**config.mk**
```make
export PLATFORM = sky130hd
export DESIGN_NAME = pulse_width_ook_transmitter
export DESIGN_NICKNAME = d
export VERILOG_FILES = /design/src/rtl/pwook_pkg.sv /design/src/rtl/pulse_width_ook_transmitter.sv
export SDC_FILE = /design/constraint.sdc
export NUM_CORES = 1
export LEC_CHECK = 0
export ABC_CLOCK_PERIOD_IN_PS = 6210
export BUFFER_PORTS_ARGS = -buffer_cell sky130_fd_sc_hd__buf_2
export CORE_ASPECT_RATIO = 1.75
export CORE_MARGIN = 5
export CORE_UTILIZATION = 55
export DETAILED_ROUTE_END_ITERATION = 8
export HOLD_SLACK_MARGIN = 0.1
export PLACE_DENSITY = 0.75
export SETUP_SLACK_MARGIN = 0.4
export SLEW_MARGIN = 20
export SYNTH_ARGS = -nofsm -noshare
export SYNTH_HDL_FRONTEND = slang
export SYNTH_SLANG_ARGS = --single-unit
export TNS_END_PERCENT = 20
```
**constraint.sdc**
```tcl
create_clock -name clk_i -period 6.21 [get_ports clk_i]
set_input_delay 0.3105 -clock clk_i [delete_from_list [all_inputs] [get_ports clk_i]]
set_output_delay 0.3105 -clock clk_i [all_outputs]
set_load 0.005 [all_outputs]
```
**src/rtl/pwook_pkg.sv**
```systemverilog
package pwook_pkg;

  // Message store geometry
  localparam int unsigned MaxBits = 64;
  localparam int unsigned LenW    = 7;
  localparam int unsigned TimeW   = 20;
  localparam int unsigned CfgIdxW = 3;

  // Operation codes carried in the input tuser
  localparam logic OpTick  = 1'b0;
  localparam logic OpStart = 1'b1;

  // Configuration register indexes
  localparam logic [CfgIdxW-1:0] RegRepeatCount  = 3'd0;
  localparam logic [CfgIdxW-1:0] RegIntroTime    = 3'd1;
  localparam logic [CfgIdxW-1:0] RegZeroLowTime  = 3'd2;
  localparam logic [CfgIdxW-1:0] RegZeroHighTime = 3'd3;
  localparam logic [CfgIdxW-1:0] RegOneLowTime   = 3'd4;
  localparam logic [CfgIdxW-1:0] RegOneHighTime  = 3'd5;
  localparam logic [CfgIdxW-1:0] RegFooterTime   = 3'd6;

  typedef enum logic [4:0] {
    PhIdle    = 5'b00001,
    PhIntro   = 5'b00010,
    PhBitLow  = 5'b00100,
    PhBitHigh = 5'b01000,
    PhFooter  = 5'b10000
  } phase_e;

  // Outcome of looking for the next bit that spends at least one tick
  typedef struct packed {
    logic               found;
    logic               bit_val;
    logic [MaxBits-1:0] rem_next;
  } srch_t;

  // Lowest set bit of (rem & live) wins; the bits up to and including it
  // are dropped from the remaining mask.
  function automatic srch_t bit_search(logic [MaxBits-1:0] rem,
                                       logic [MaxBits-1:0] live,
                                       logic [MaxBits-1:0] msg);
    logic [MaxBits-1:0] cand;
    logic [MaxBits-1:0] cand_m1;
    srch_t              r;
    cand       = rem & live;
    cand_m1    = cand - MaxBits'(1);
    r.found    = |cand;
    r.bit_val  = |(cand & ~cand_m1 & msg);
    r.rem_next = rem & ~(cand ^ cand_m1);
    return r;
  endfunction

  // Thermometer mask with the low len bits set
  function automatic logic [MaxBits-1:0] len_mask(logic [LenW-1:0] len);
    logic [MaxBits:0] t;
    t = ((MaxBits+1)'(1) << len) - (MaxBits+1)'(1);
    return t[MaxBits-1:0];
  endfunction

endpackage

```
**src/rtl/pulse_width_ook_transmitter.sv**
```systemverilog
// Channel  | Direction | Handshake                     | Payload
// ---------+-----------+-------------------------------+---------------------------------
// s_axis   | in        | s_axis_tvalid / s_axis_tready | tdata: message_bits, message_length
//          |           |                               | tuser: operation
// m_axis   | out       | m_axis_tvalid / m_axis_tready | tdata: line_level, busy_res, done_res
// cfg      | in        | cfg_valid_i / cfg_ready_o     | cfg_index_i, cfg_data_i
//
// One item per cycle unless the result is stalled, result in the cycle after
// acceptance: each item (tick or start) is settled in that cycle, and runs of
// zero-length phases are skipped in one step by a search over the remaining-bits mask.
// A single result register: s_axis_tready is low only while it holds an item
// and m_axis_tready is low. cfg writes are always taken.
// Reset (rst_ni low, async) clears the configuration and leaves the line idle.
module pulse_width_ook_transmitter
  import pwook_pkg::*;
(
  input  logic                clk_i,
  input  logic                rst_ni,
  // input items
  input  logic                s_axis_tvalid,
  output logic                s_axis_tready,
  input  logic [71:0]         s_axis_tdata,  // [63:0] message_bits, [70:64] message_length
  input  logic [0:0]          s_axis_tuser,  // [0] operation
  // result items
  output logic                m_axis_tvalid,
  input  logic                m_axis_tready,
  output logic [7:0]          m_axis_tdata,  // [0] line_level, [1] busy_res, [2] done_res
  // configuration writes
  input  logic                cfg_valid_i,
  output logic                cfg_ready_o,
  input  logic [CfgIdxW-1:0]  cfg_index_i,
  input  logic [TimeW-1:0]    cfg_data_i
);

  // Configuration registers
  logic [7:0]       repeat_count_q;
  logic [15:0]      intro_time_q, zero_low_q, zero_high_q, one_low_q, one_high_q;
  logic [TimeW-1:0] footer_time_q;

  // Transmit state
  phase_e             phase_q, phase_d;
  logic [TimeW-1:0]   time_q, time_d;
  logic [7:0]         rep_q, rep_d;
  logic               cur_q, cur_d;        // value of the bit being sent
  logic [MaxBits-1:0] rem_q, rem_d;        // bits of this frame not yet visited
  logic [MaxBits-1:0] saved_msg_q, saved_msg_d;
  logic [LenW-1:0]    saved_len_q, saved_len_d;

  // Result register
  logic       out_valid_q;
  logic [2:0] out_data_q;

  logic in_fire;
  logic is_start;
  logic [MaxBits-1:0] in_msg;
  logic [LenW-1:0]    in_len, len_sat;
  logic [MaxBits-1:0] msg_sel, full_mask, live;
  logic [LenW-1:0]    len_sel;
  logic               zero_live, one_live;
  srch_t              sr_frame, sr_rem;

  // Frame-start outcome
  phase_e             fs_phase;
  logic [TimeW-1:0]   fs_time;
  logic               fs_cur;
  logic [MaxBits-1:0] fs_rem;

  // Outcome of entering the next bit low phase
  phase_e             be_phase;
  logic [TimeW-1:0]   be_time;
  logic               be_cur;
  logic [MaxBits-1:0] be_rem;
  logic [7:0]         be_rep;

  logic lvl, busy, done;

  assign cfg_ready_o   = 1'b1;
  assign s_axis_tready = !out_valid_q || m_axis_tready;
  assign in_fire       = s_axis_tvalid && s_axis_tready;
  assign is_start      = (s_axis_tuser[0] == OpStart);

  assign in_msg  = s_axis_tdata[63:0];
  assign in_len  = s_axis_tdata[70:64];
  assign len_sat = (in_len > LenW'(MaxBits)) ? LenW'(MaxBits) : in_len;

  // A start reads the message straight off the bus, ticks read the saved one
  assign msg_sel   = is_start ? in_msg : saved_msg_q;
  assign len_sel   = is_start ? len_sat : saved_len_q;
  assign full_mask = len_mask(len_sel);

  // A bit spends time only if one of its two phases is nonzero
  assign zero_live = (zero_low_q != 16'd0) || (zero_high_q != 16'd0);
  assign one_live  = (one_low_q != 16'd0) || (one_high_q != 16'd0);
  assign live      = (msg_sel & {MaxBits{one_live}}) | (~msg_sel & {MaxBits{zero_live}});

  assign sr_frame = bit_search(full_mask, live, msg_sel);
  assign sr_rem   = bit_search(rem_q, live, saved_msg_q);

  // First nonzero phase of a fresh frame; PhIdle when the frame is empty
  always_comb begin
    fs_phase = PhIdle;
    fs_time  = '0;
    fs_cur   = sr_frame.bit_val;
    fs_rem   = full_mask;
    if (intro_time_q != 16'd0) begin
      fs_phase = PhIntro;
      fs_time  = TimeW'(intro_time_q);
    end else if (sr_frame.found) begin
      fs_rem = sr_frame.rem_next;
      if ((sr_frame.bit_val ? one_low_q : zero_low_q) != 16'd0) begin
        fs_phase = PhBitLow;
        fs_time  = TimeW'(sr_frame.bit_val ? one_low_q : zero_low_q);
      end else begin
        fs_phase = PhBitHigh;
        fs_time  = TimeW'(sr_frame.bit_val ? one_high_q : zero_high_q);
      end
    end else if (footer_time_q != '0) begin
      fs_phase = PhFooter;
      fs_time  = footer_time_q;
    end
  end

  // Next bit, else footer; a zero footer closes the frame at once and the
  // next frame (known not empty here) starts in the same step.
  always_comb begin
    be_phase = PhIdle;
    be_time  = '0;
    be_cur   = sr_rem.bit_val;
    be_rem   = sr_rem.rem_next;
    be_rep   = rep_q;
    if (sr_rem.found) begin
      if ((sr_rem.bit_val ? one_low_q : zero_low_q) != 16'd0) begin
        be_phase = PhBitLow;
        be_time  = TimeW'(sr_rem.bit_val ? one_low_q : zero_low_q);
      end else begin
        be_phase = PhBitHigh;
        be_time  = TimeW'(sr_rem.bit_val ? one_high_q : zero_high_q);
      end
    end else if (footer_time_q != '0) begin
      be_phase = PhFooter;
      be_time  = footer_time_q;
    end else begin
      be_rep = rep_q - 8'd1;
      if (rep_q != 8'd1) begin
        be_phase = fs_phase;
        be_time  = fs_time;
        be_cur   = fs_cur;
        be_rem   = fs_rem;
      end
    end
  end

  always_comb begin
    phase_d     = phase_q;
    time_d      = time_q;
    rep_d       = rep_q;
    cur_d       = cur_q;
    rem_d       = rem_q;
    saved_msg_d = saved_msg_q;
    saved_len_d = saved_len_q;
    lvl         = 1'b0;
    busy        = 1'b0;
    done        = 1'b0;
    if (in_fire) begin
      if (is_start) begin
        if (phase_q == PhIdle) begin
          saved_msg_d = in_msg;
          saved_len_d = len_sat;
          rep_d       = repeat_count_q;
          if (repeat_count_q != 8'd0) begin
            phase_d = fs_phase;
            time_d  = fs_time;
            cur_d   = fs_cur;
            rem_d   = fs_rem;
          end
        end
        lvl  = (phase_d == PhIntro) || (phase_d == PhBitHigh);
        busy = (phase_d != PhIdle);
      end else if (phase_q != PhIdle) begin
        lvl  = (phase_q == PhIntro) || (phase_q == PhBitHigh);
        busy = 1'b1;
        if (time_q == TimeW'(1)) begin
          case (phase_q)
            PhIntro, PhBitHigh: begin
              phase_d = be_phase;
              time_d  = be_time;
              cur_d   = be_cur;
              rem_d   = be_rem;
              rep_d   = be_rep;
            end
            PhBitLow: begin
              if ((cur_q ? one_high_q : zero_high_q) != 16'd0) begin
                phase_d = PhBitHigh;
                time_d  = TimeW'(cur_q ? one_high_q : zero_high_q);
              end else begin
                phase_d = be_phase;
                time_d  = be_time;
                cur_d   = be_cur;
                rem_d   = be_rem;
                rep_d   = be_rep;
              end
            end
            PhFooter: begin
              rep_d = rep_q - 8'd1;
              if (rep_q != 8'd1) begin
                phase_d = fs_phase;
                time_d  = fs_time;
                cur_d   = fs_cur;
                rem_d   = fs_rem;
              end else begin
                phase_d = PhIdle;
                time_d  = '0;
              end
            end
            default: begin
              phase_d = PhIdle;
              time_d  = '0;
            end
          endcase
        end else begin
          time_d = time_q - TimeW'(1);
        end
        done = (phase_d == PhIdle);
      end
    end
  end

  // Configuration registers
  always_ff @(posedge clk_i or negedge rst_ni) begin
    if (!rst_ni) begin
      repeat_count_q <= '0;
      intro_time_q   <= '0;
      zero_low_q     <= '0;
      zero_high_q    <= '0;
      one_low_q      <= '0;
      one_high_q     <= '0;
      footer_time_q  <= '0;
    end else if (cfg_valid_i && cfg_ready_o) begin
      case (cfg_index_i)
        RegRepeatCount:  repeat_count_q <= cfg_data_i[7:0];
        RegIntroTime:    intro_time_q   <= cfg_data_i[15:0];
        RegZeroLowTime:  zero_low_q     <= cfg_data_i[15:0];
        RegZeroHighTime: zero_high_q    <= cfg_data_i[15:0];
        RegOneLowTime:   one_low_q      <= cfg_data_i[15:0];
        RegOneHighTime:  one_high_q     <= cfg_data_i[15:0];
        RegFooterTime:   footer_time_q  <= cfg_data_i;
        default: ;
      endcase
    end
  end

  // Control state
  always_ff @(posedge clk_i or negedge rst_ni) begin
    if (!rst_ni) begin
      phase_q <= PhIdle;
      time_q  <= '0;
      rep_q   <= '0;
    end else begin
      phase_q <= phase_d;
      time_q  <= time_d;
      rep_q   <= rep_d;
    end
  end

  // Message payload, only meaningful while busy
  always_ff @(posedge clk_i) begin
    cur_q       <= cur_d;
    rem_q       <= rem_d;
    saved_msg_q <= saved_msg_d;
    saved_len_q <= saved_len_d;
  end

  // Result register
  always_ff @(posedge clk_i or negedge rst_ni) begin
    if (!rst_ni) begin
      out_valid_q <= 1'b0;
    end else if (in_fire) begin
      out_valid_q <= 1'b1;
    end else if (m_axis_tready) begin
      out_valid_q <= 1'b0;
    end
  end

  always_ff @(posedge clk_i) begin
    if (in_fire) begin
      out_data_q <= {done, busy, lvl};
    end
  end

  assign m_axis_tvalid = out_valid_q;
  assign m_axis_tdata  = {5'd0, out_data_q};

endmodule

```
==> impl_metrics.json, run 1 <==
{
  "status": "did not finish",
  "lastStage": "global routing (5_1_grt)",
  "error": "[ERROR GRT-0116] Global routing finished with congestion. Check the congestion regions in the DRC Viewer.",
  "avgSynthCellArea_um2": 8.75,
  "io_pins": 112,
  "dp.cells": 3691,
  "grt_pass1_wl_um": 212000,
  "clock-root-buffer": "clkbuf_16",
  "portBuffers": 104,
  "synthTopCellsByArea": "edfxtp_1 18%, dfrtp_1 15%, mux2_2 5.9%",
  "synthFlopType": "dfrtp_1",
  "grt_start_max_net_pins": 87,
  "initial_core_util_pct": 55.7,
  "async_reset_ff_share_pct": 50.5,
  "yosys_warnings": 0,
  "synth_edf_count": 139,
  "cts.sinks": 281,
  "ys_seq_elements": 281,
  "synth_area_um2": 23300,
  "die_height_um": 282,
  "yosysUniqueCellTypes": 129,
  "grt_use_total_pct": 60.8,
  "placed_area_um2": 27900,
  "grt_overflow": 56,
  "die_w_um": 166,
  "synth_largest_area_cell": "edfxtp_1",
  "syn_inst": 2664,
  "ctsLongestPathBuffers": 3,
  "cts_buffers": 28,
  "yosysSeqAreaShare_pct": 33.1,
  "place.gp.congestion": 1.16,
  "place_hpwl_um": 99400,
  "core.rowCount": 99,
  "synth_top_area_share_pct": 17.9,
  "grt_pass1_vias": 31100,
  "cts_max_level": 1
}
-- Yosys cell counts (40+ instances only) --
master,n
a211oi_1,44
a21oi_1,170
clkbuf_1,87
dfrtp_1,141
edfxtp_1,139
inv_1,61
mux2_2,123
mux2i_1,94
nand2_1,244
nand2b_1,44
nand3_1,118
nand4_1,55
nor2_1,230
nor3_1,98
nor4_1,60
o21ai_0,124
o22ai_1,40
-- routing by layer --
layer,overflow,GRT usage (%)
met5,0,3.24
met4,25,72.3
met3,0,28.5
met2,31,91.0
met1,0,55.8
-- per-stage QoR --
step                setup slack (ps)  TNS (ps)
floorplan                        986         0
global placement                -142      -347
detailed placement              -123      -197
CTS                              408         0
-- timing repair --
item / in CTS
endpoints found under the setup margin: 21
pin swaps: 4
resized for setup: 10
buffers inserted: 1
hold buffers: 78
hold endpoints to repair: 162
-- cells by family after synthesis --
group	count (synthesis)	share of synthesized area (%)
compound gates	786	24.1
xor+xnor	35	1.31
fa+ha+maj	5	0.268
buf+inv	219	4.75
flops	281	33.1
mux	236	11.3
other cells	2	0.0322
simple gates	1100	25.1
==> inputs of run 2 (changes only) <==
- ABC_CLOCK_PERIOD_IN_PS: 6210 -> 8070
- CORE_ASPECT_RATIO: 1.75 -> unset
- CORE_UTILIZATION: 55 -> 40
- HOLD_SLACK_MARGIN: 0.1 -> unset
- PLACE_DENSITY: 0.75 -> unset
- PLACE_DENSITY_LB_ADDON: unset -> 0.15
- SETUP_SLACK_MARGIN: 0.4 -> unset
- clock period: 6.21 -> 8.07 ns (I/O delays scaled with it)
==> run 2 against run 1 <==
Compared with the run above: the run now ends clean; area after synthesis did not move; synthesized cell count did not move.
==> impl_metrics.json, run 2 <==
{
  "async_reset_ff_share_pct": 50.5,
  "most-common-layout-cells": "244 x nand2_1, 228 x nor2_1, 169 x a21oi_1, 141 x dfrtp_1, 139 x edfxtp_1",
  "cts_resized": 0,
  "grt_pass1_vias": 23000,
  "cts_tree": "done",
  "grt_use_total_pct": 32.4,
  "worstPathRequired_ps": 8530,
  "critPathCaptureType": "register",
  "hold-worst-slack_ps": 17.3,
  "p_comb_share_pct": 27.6,
  "reg.largest.list": "rem_q (64), saved_msg_q (64)",
  "worst_path_dominant_cell_family": "compound AO/OA/AOI/OAI gates",
  "grt_overflow": 0,
  "rsz0062_at_grt": "false",
  "fmax_mhz": 137,
  "cts.clk_slew.worst_paths_ps": 60,
  "grt_pass1_wl_um": 155000,
  "switching_share_pct": 35.6,
  "vias": 24100,
  "fillers": 5704,
  "vias_per_cell": 6.79,
  "hold_violations": 0,
  "setup_tns_ps": 0,
  "ys_seq_elements": 281,
  "synthFlopType": "dfrtp_1",
  "yosysMostFrequentCell": "nand2_1",
  "grt_util_met1_pct": 42.2,
  "powerDensity_nw_per_um2": 198,
  "core.rowCount": 88,
  "avgSynthCellArea_um2": 8.75,
  "drive_gt1_share_pct": 18.6,
  "pwr-share-clk_pct": 33.7,
  "yosysSeqAreaShare_pct": 33.1,
  "die_w_um": 251,
  "seq_power_share_pct": 38.7,
  "finalCritPeriodShare_pct": 90.7,
  "layout.nets": 2859,
  "synth_top_area_share_pct": 17.9,
  "synthTopCellsByArea": "edfxtp_1 18%, dfrtp_1 15%, mux2_2 5.9%",
  "p_sw_w": 0.00184,
  "ant_nets": 0,
  "syn_inst": 2664,
  "portBuffers": 104,
  "clk_latency_ps": 590,
  "cap_violations": 0,
  "clock-root-buffer": "clkbuf_16",
  "synth_edf_count": 139,
  "crit_cells": 19,
  "finalMaxSlewViolations": 0,
  "path_buf_inv": 1,
  "ctsLongestPathBuffers": 3,
  "initial_core_util_pct": 40.4,
  "place_hpwl_um": 80600,
  "yosys_warnings": 0,
  "critPathSlowestCell": "nor2_4",
  "busiest_layer": "met2",
  "antenna_found_initial": 3,
  "min_period_ps": 7320,
  "syn_to_final_growth_pct": 11.8,
  "status": "finished, final reports clean",
  "critPathArrivalTime_ps": 7770,
  "intPower_w": 0.00332,
  "core_um2": 57700,
  "cts_max_level": 2,
  "place_ws_ps": 763,
  "finalWorstSetupSlack_ps": 751,
  "grt_use_met2_pct": 51.5,
  "place.gp.congestion": 1.03,
  "synth_largest_area_cell": "edfxtp_1",
  "critPathMostFrequentCell": "nor4_1",
  "drtIter0Drc": 2833,
  "die_area_um2": 63200,
  "dr.pass1.iters": 5,
  "cts.sinks": 281,
  "min_path_cells": 1,
  "rr_worst_depth": 19,
  "max_slew_margin_pct": 21.4,
  "io_pins": 112,
  "startpoint_type": "register",
  "fin_worst_skew_ps": 33.7,
  "finalSetupViolations": 0,
  "peakVddDrop_uv": 152,
  "drc": 0,
  "drt_wl_total_um": 108000,
  "cts_buffers": 38,
  "layout.cells.most_common": "nand2_1",
  "routedWlPerCell_um": 30.3,
  "grt_start_max_net_pins": 79,
  "synth_area_um2": 23300,
  "yosysUniqueCellTypes": 129,
  "slowest_delay_ps": 620,
  "crit_path_cell_trace": "o21bai_1 > o221ai_1 > nor2_1 > inv_1 > ha_1 > a21boi_2 > o21ai_1 > nor4_1 > xnor2_1 > a21oi_2 > nand2_1 > or4b_1 > o2111ai_1 > nor4_1 > nand4_1 > nor2_4 > a21oi_1 > a221oi_1 > a22oi_1",
  "synth_top_cells_by_count": "244 x nand2_1, 230 x nor2_1, 170 x a21oi_1",
  "hold_class": "in2reg",
  "critPathMaxFanout": 18,
  "p_leak_nw": 9.75,
  "met3_usage_pct": 5.81,
  "die_height_um": 251,
  "tightest_slew_ps": 1170,
  "criticalPathCategory": "reg2reg"
}
==> run 2: cell counts after synthesis <==
No cell type changed its count.
==> run 2: kinds of logic (layout without fill, tap and decap cells) <==
family	after synthesis	count (layout)	share of synthesized area, %
buf+inv	219	331	4.75
mux	236	236	11.3
fa+ha+maj	5	5	0.268
flops	281	281	33.1
simple gates	1100	1100	25.1
xor+xnor	35	35	1.31
compound gates	786	786	24.1
other cells	2	7	0.0322
==> run 2: area by class of cell <==
type,instances,area (um2),share of cell area (%)
clock inverter,17,184,0.705
inverter,61,230,0.883
tap,765,957,3.67
clock buffer,50,1060,4.06
antenna,1,2.50,0.00960
sequential,281,7730,29.6
timing repair buffer,203,1330,5.11
multi-input combinational,2168,14600,55.9
==> run 2: repair_timing <==
item,CTS,global route
hold endpoints to repair,63,0
setup buffers,0,0
hold buffers,1,0
==> run 2: path summary, 6_finish.rpt <==
kind	end	slack, ps	from
max	time_q[9]$_DFFE_PN0P_	750	saved_len_q[3]$_DFFE_PP_
min	saved_msg_q[36]$_DFFE_PP_	20	s_axis_tdata[36]
max reg2reg	time_q[9]$_DFFE_PN0P_	750	saved_len_q[3]$_DFFE_PP_
min reg2reg	time_q[18]$_DFFE_PN0P_	520	time_q[18]$_DFFE_PN0P_
max in group asynchronous	one_low_q[11]$_DFFE_PN0P_	6490	rst_ni
min in group asynchronous	footer_time_q[6]$_DFFE_PN0P_	390	rst_ni
==> run 2: stage by stage <==
stage / cell area, um2 / cells / total power, W / utilization [%]
after floorplan: 23300 / 2668 / 0.00288 / -
after detailed placement: 24800 / 3476 / 0.00339 / 43.0
after global placement: 24800 / 3476 / 0.00337 / 43.0
after global routing: 26100 / 3545 / 0.00536 / 45.2
final: 26100 / 3546 / 0.00516 / 45.2
after CTS: 26000 / 3544 / 0.00514 / 45.1
==> run 2: layer usage <==
| metal | routed length (um) | vias to the layer above |
|---|---|---|
| li1 | - | 10500 |
| met4 | 6730 | 2 |
| met1 | 42500 | 11700 |
| met3 | 9990 | 342 |
| met5 | 9 | - |
| met2 | 48300 | 1517 |
==> run 2: worst register-to-register path: stages, from the launching register on <==
cell and delay (ps):
edfxtp_1 550, o21bai_1 600, o221ai_1 400, nor2_1 350, inv_1 100, ha_1 280, a21boi_2 210, o21ai_1 430
nor4_1 170, xnor2_1 600, a21oi_2 260, nand2_1 400, or4b_1 230, o2111ai_1 220, nor4_1 550, nand4_1 430
nor2_4 620, a21oi_1 240, a221oi_1 410, a22oi_1 150
==> run 2: power groups by stage <==
stage | Combinational (W) | Clock (W) | Sequential [W]
2_1_floorplan | 0.000976 | 0 | 0.00191
4_1_cts | 0.00139 | 0.00176 | 0.00199
5_1_grt | 0.00152 | 0.00182 | 0.00202
3_5_place_dp | 0.00138 | 0 | 0.00201
6_report | 0.00142 | 0.00174 | 0.00200
3_3_place_gp | 0.00137 | 0 | 0.00200
(Power assumes the default switching activity.)
